**config.mk**
```make
export PLATFORM = sky130hd
export DESIGN_NAME = ibbl_ctrl
export DESIGN_NICKNAME = d
export VERILOG_FILES = /design/src/hw/rtl/ibbl_pkg.sv /design/src/hw/rtl/ibbl_ctrl.sv
export SDC_FILE = /design/constraint.sdc
export NUM_CORES = 1
export LEC_CHECK = 0
export BUFFER_PORTS_ARGS = -buffer_cell sky130_fd_sc_hd__buf_2
export CORE_MARGIN = 5
export CORE_UTILIZATION = 31
export CTS_BUF_LIST = sky130_fd_sc_hd__clkbuf_4
export DETAILED_ROUTE_END_ITERATION = 16
export SYNTH_ARGS = -nofsm -noshare
export SYNTH_HDL_FRONTEND = slang
export SYNTH_SLANG_ARGS = --single-unit
```
**constraint.sdc**
```tcl
create_clock -name clk -period 1.5 [get_ports clk]
set_input_delay 0.15 -clock clk [delete_from_list [all_inputs] [get_ports clk]]
set_output_delay 0.15 -clock clk [all_outputs]
set_load 0.01 [all_outputs]
```
**src/hw/rtl/ibbl_pkg.sv**
```systemverilog
// ----------------------------------------------------------------------------
// ibbl_pkg
// Shared codes and the command/status types between controller and datapath.
// ----------------------------------------------------------------------------
package ibbl_pkg;

  localparam int POS_W = 13;

  localparam logic [1:0] MODE_HDR    = 2'd0;
  localparam logic [1:0] MODE_KEY    = 2'd1;
  localparam logic [1:0] MODE_LEAF   = 2'd2;
  localparam logic [1:0] MODE_LOOKUP = 2'd3;

  localparam logic [1:0] KIND_TUPLE = 2'd1;
  localparam logic [1:0] KIND_LINK  = 2'd2;

  localparam logic [1:0] ST_NONE  = 2'd0;
  localparam logic [1:0] ST_RANGE = 2'd1;
  localparam logic [1:0] ST_EXACT = 2'd2;

  localparam logic CFG_BRANCHING  = 1'b0;
  localparam logic CFG_NODE_COUNT = 1'b1;

  localparam logic [3:0] OP_NONE  = 4'd0;
  localparam logic [3:0] OP_WRITE = 4'd1;
  localparam logic [3:0] OP_LOAD  = 4'd2;
  localparam logic [3:0] OP_SKIP  = 4'd3;
  localparam logic [3:0] OP_ENTER = 4'd4;
  localparam logic [3:0] OP_NOKEY = 4'd5;
  localparam logic [3:0] OP_KNEXT = 4'd6;
  localparam logic [3:0] OP_KHIT  = 4'd7;
  localparam logic [3:0] OP_KEND  = 4'd8;
  localparam logic [3:0] OP_LEAF  = 4'd9;
  localparam logic [3:0] OP_LERR  = 4'd10;
  localparam logic [3:0] OP_HOP   = 4'd11;
  localparam logic [3:0] OP_CLR   = 4'd12;

  typedef struct packed {
    logic [3:0] op;
  } cmd_t;

  typedef struct packed {
    logic clr_last;
    logic pos_ge_nc;
    logic pos_ge_slots;
    logic leaf_oob;
    logic hdr_node;
    logic cnt_zero;
    logic key_hit;
    logic key_last;
    logic leaf_link;
    logic link_bad;
  } status_t;

endpackage

```
**src/hw/rtl/ibbl_ctrl.sv**
```systemverilog
// ----------------------------------------------------------------------------
// ibbl_ctrl
// Sequencer for clearing, writes and the node/key/leaf walk of a lookup.
// ----------------------------------------------------------------------------
module ibbl_ctrl (
  input  logic              clk,
  input  logic              rst_n,
  input  logic              start,
  input  logic [1:0]        in_mode,
  input  ibbl_pkg::status_t status,
  output ibbl_pkg::cmd_t    cmd,
  output logic              busy,
  output logic              out_valid
);
  import ibbl_pkg::*;

  localparam logic [3:0] S_CLR  = 4'd0;
  localparam logic [3:0] S_IDLE = 4'd1;
  localparam logic [3:0] S_NODE = 4'd2;
  localparam logic [3:0] S_HDR  = 4'd3;
  localparam logic [3:0] S_KRD  = 4'd4;
  localparam logic [3:0] S_KCMP = 4'd5;
  localparam logic [3:0] S_LRD  = 4'd6;
  localparam logic [3:0] S_LEAF = 4'd7;
  localparam logic [3:0] S_OUT  = 4'd8;

  logic [3:0] state_r, state_nxt;

  always_ff @(posedge clk) begin
    if (!rst_n) begin
      state_r <= S_CLR;
    end else begin
      state_r <= state_nxt;
    end
  end

  always_comb begin
    state_nxt = state_r;
    cmd.op    = OP_NONE;
    case (state_r)
      S_CLR: begin
        cmd.op = OP_CLR;
        if (status.clr_last) state_nxt = S_IDLE;
      end
      S_IDLE: begin
        if (start) begin
          if (in_mode == MODE_LOOKUP) begin
            cmd.op    = OP_LOAD;
            state_nxt = S_NODE;
          end else begin
            cmd.op = OP_WRITE;
          end
        end
      end
      S_NODE: begin
        if (status.pos_ge_nc) begin
          cmd.op    = OP_LEAF;
          state_nxt = status.leaf_oob ? S_OUT : S_LRD;
        end else if (status.pos_ge_slots) begin
          cmd.op = OP_SKIP;
        end else begin
          state_nxt = S_HDR;
        end
      end
      S_HDR: begin
        state_nxt = S_NODE;
        if (!status.hdr_node) begin
          cmd.op = OP_SKIP;
        end else if (status.cnt_zero) begin
          cmd.op = OP_NOKEY;
        end else begin
          cmd.op    = OP_ENTER;
          state_nxt = S_KRD;
        end
      end
      S_KRD: state_nxt = S_KCMP;
      S_KCMP: begin
        if (status.key_hit) begin
          cmd.op    = OP_KHIT;
          state_nxt = S_NODE;
        end else if (status.key_last) begin
          cmd.op    = OP_KEND;
          state_nxt = S_NODE;
        end else begin
          cmd.op    = OP_KNEXT;
          state_nxt = S_KRD;
        end
      end
      S_LRD: state_nxt = S_LEAF;
      S_LEAF: begin
        if (!status.leaf_link) begin
          state_nxt = S_OUT;
        end else if (status.link_bad) begin
          cmd.op    = OP_LERR;
          state_nxt = S_OUT;
        end else begin
          cmd.op    = OP_HOP;
          state_nxt = S_NODE;
        end
      end
      S_OUT: state_nxt = S_IDLE;
      default: state_nxt = S_IDLE;
    endcase
  end

  assign busy      = (state_r != S_IDLE);
  assign out_valid = (state_r == S_OUT);

endmodule

```
==> results.cfg <==
[run_status]
status = finished with violations
violations = setup timing

[timing]
clock-skew-final_ps = 3.41
worst_slack_ps = -44.7
clock.fmax_mhz = 647
rsz0062_at_grt = true
min_period_ps = 1540
finalHoldViolCount = 0
slew_headroom_pct = 79.4
drv_slew = 0
finalSetupViolations = 2
worst_pin_slew_ps = 305
tns_ps = -88.6
finalCritPeriodShare_pct = 103

[setup_path]
ff2ff_setup_slack_ps = 140
worstPathRequired_ps = 1350
path_max_fanout = 8
startpoint = state_r[0]
crit_type = flip-flop to primary output
rr_worst_depth = 6
arrival_ps = 1390
cp-end-kind = primary output
start_kind = flip-flop
r2r-start = state_r[2]
rr_endpoint = state_r[1]

[floorplanning]
num_rows = 15
num_io_pins = 21
die_area_um2 = 2660
die_w_um = 51.6
core_area_um2 = 1690
die_h_um = 51.6
start_util_pct = 31.8

[placed_design]
io_buffers = 20
finalWeightedCongestion = 0.819
place_area_um2 = 676
dp_slack_ps = 25.9
dp_hpwl_um = 1250

[grt]
gr-total-overflow = 0
grt_pass1_wl_um = 2800
grt_usage_pct = 13.5
antenna_found_initial = 0
grt_max_degree = 13
grt_pass1_vias = 643

[yosys]
synth_seq_cells = 4
async_reset_ff_share_pct = 0
syn_area_um2 = 537
syn_nets = 86
synth_edf_count = 0
yosys_warnings = 0
yosysSeqAreaShare_pct = 14.9
syn_inst = 71
synth-main-ff-cell = dfxtp_1
synth_area_leader_cell = dfxtp_1
netlist.area_leader.share_pct = 14.9
synthTopCellsByArea = dfxtp_1 (15%), buf_6 (8.4%), a31oi_1 (4.7%)
synth_cell_types = 34
avgSynthCellArea_um2 = 7.56

[layout]
final_cell_mix = buf_2 (21), buf_4 (10), inv_1 (6)
nets = 119
antennaDiodeCount = 0
regMostFlops = state_r
drive_above_1_share_pct = 51.0
largest_reg_flops = 4
area_delta_synth_final_pct = 46.4
layout_commonest_cell = buf_2
top_regs = state_r: 4 flops
fin_area_um2 = 786

[cts]
holdBufCountCts = 0
clkTransAtPathRegs_ps = 40
cts_sinks = 4
clk_latency_ps = 230
cts_tree = yes
cts.path.max_buffers = 2
cts-root-buf = clkbuf_4
cts_buffers = 3
h-tree-depth = 1

[worst_hold_path]
hold_path.class = input port to flip-flop
hold_path_depth = 2
holdPathEnd = state_r[2]
min_from = rst_n

[detailed_routing]
dr.pass1.iters = 4
drc = 0
wl_per_cell_um = 13.9
via_per_inst = 5.55
wirelength_um = 1660
num_vias = 661
final_antenna_net_count = 0
drtIter0Drc = 6

[power]
ir_drop_uv = 454
p_leak_uw = 0.000363
total_power_uw = 357
power_density_nw_per_um2 = 454

[run]
maxCapViolations = 0
## kinds of logic after synthesis
kind of cell | share of synthesized area [%]
buffers and inverters | 14.5
DFF | 14.9
AOI/OAI and AO/OA | 35.9
and+or+nand+nor | 34.7
## Yosys cell counts (2+ instances only)
cell type  n
inv_1      6
o41ai_1    2
nor2_1     6
o22ai_1    3
nor2b_1    2
a21oi_1    4
nand3_1    5
dfxtp_1    4
a31oi_1    4
and2_1     2
buf_6      4
nand2_1    3
buf_2      2
nor3_1     2
nand2b_1   3
## power breakdown
part | switching (uW) | leakage, uW | internal [uW]
logic | 57.6 | 0.000314 | 58.1
clock network | 36.6 | 0.0000138 | 88.9
registers | 7.73 | 0.0000349 | 108
total | 102 | 0.000363 | 255
## layer usage
| metal | wire, um | global-route usage (%) | vias up |
|---|---|---|---|
| met5 | 0 | 0 | - |
| met4 | 0 | 1.31 | 0 |
| met3 | 91 | 3.72 | 0 |
| met2 | 868 | 24.8 | 17 |
| met1 | 695 | 15.9 | 311 |
| li1 | - | - | 333 |
## repair_timing
item,CTS,global route
pin swaps,7,4
setup buffers,6,0
endpoints found under the hold margin,0,0
gates resized for setup,11,4
setup endpoints to repair,5,6
## per-stage QoR
| step | instances | util (%) | hold slack [ps] |
|---|---|---|---|
| after floorplan | 71 | - | 272 |
| after global placement | 110 | 40.0 | 405 |
| after global routing | 119 | 46.5 | 188 |
| final | 119 | 46.5 | 161 |
| after CTS | 119 | 45.3 | 159 |
| after detailed placement | 110 | 40.0 | 399 |
## worst max-delay path, cell delays in order, from the launching register on
cell and delay, ps:
dfxtp_4 370, buf_4 170, nor2b_2 130, o211a_1 160, a31oi_1 40, o211ai_1 140, buf_2 150
## worst max path at each step
stage	to	slack (ps)	cells after the start
after global routing	cmd[1]	-190	5
final	cmd[0]	-40	6
after global placement	cmd[1]	20	5
after CTS	cmd[1]	-50	6
after detailed placement	cmd[1]	30	6
after floorplan	cmd[2]	230	4
## layout make-up
cell class	instances	area, um2
Tap cell	17	21.3
Clock buffer	3	22.5
Timing Repair Buffer	34	223
Multi-Input combinational cell	55	407
Fill cell	169	903
Inverter	6	22.5
Sequential cell	4	90.1
(Power assumes the default switching activity.)
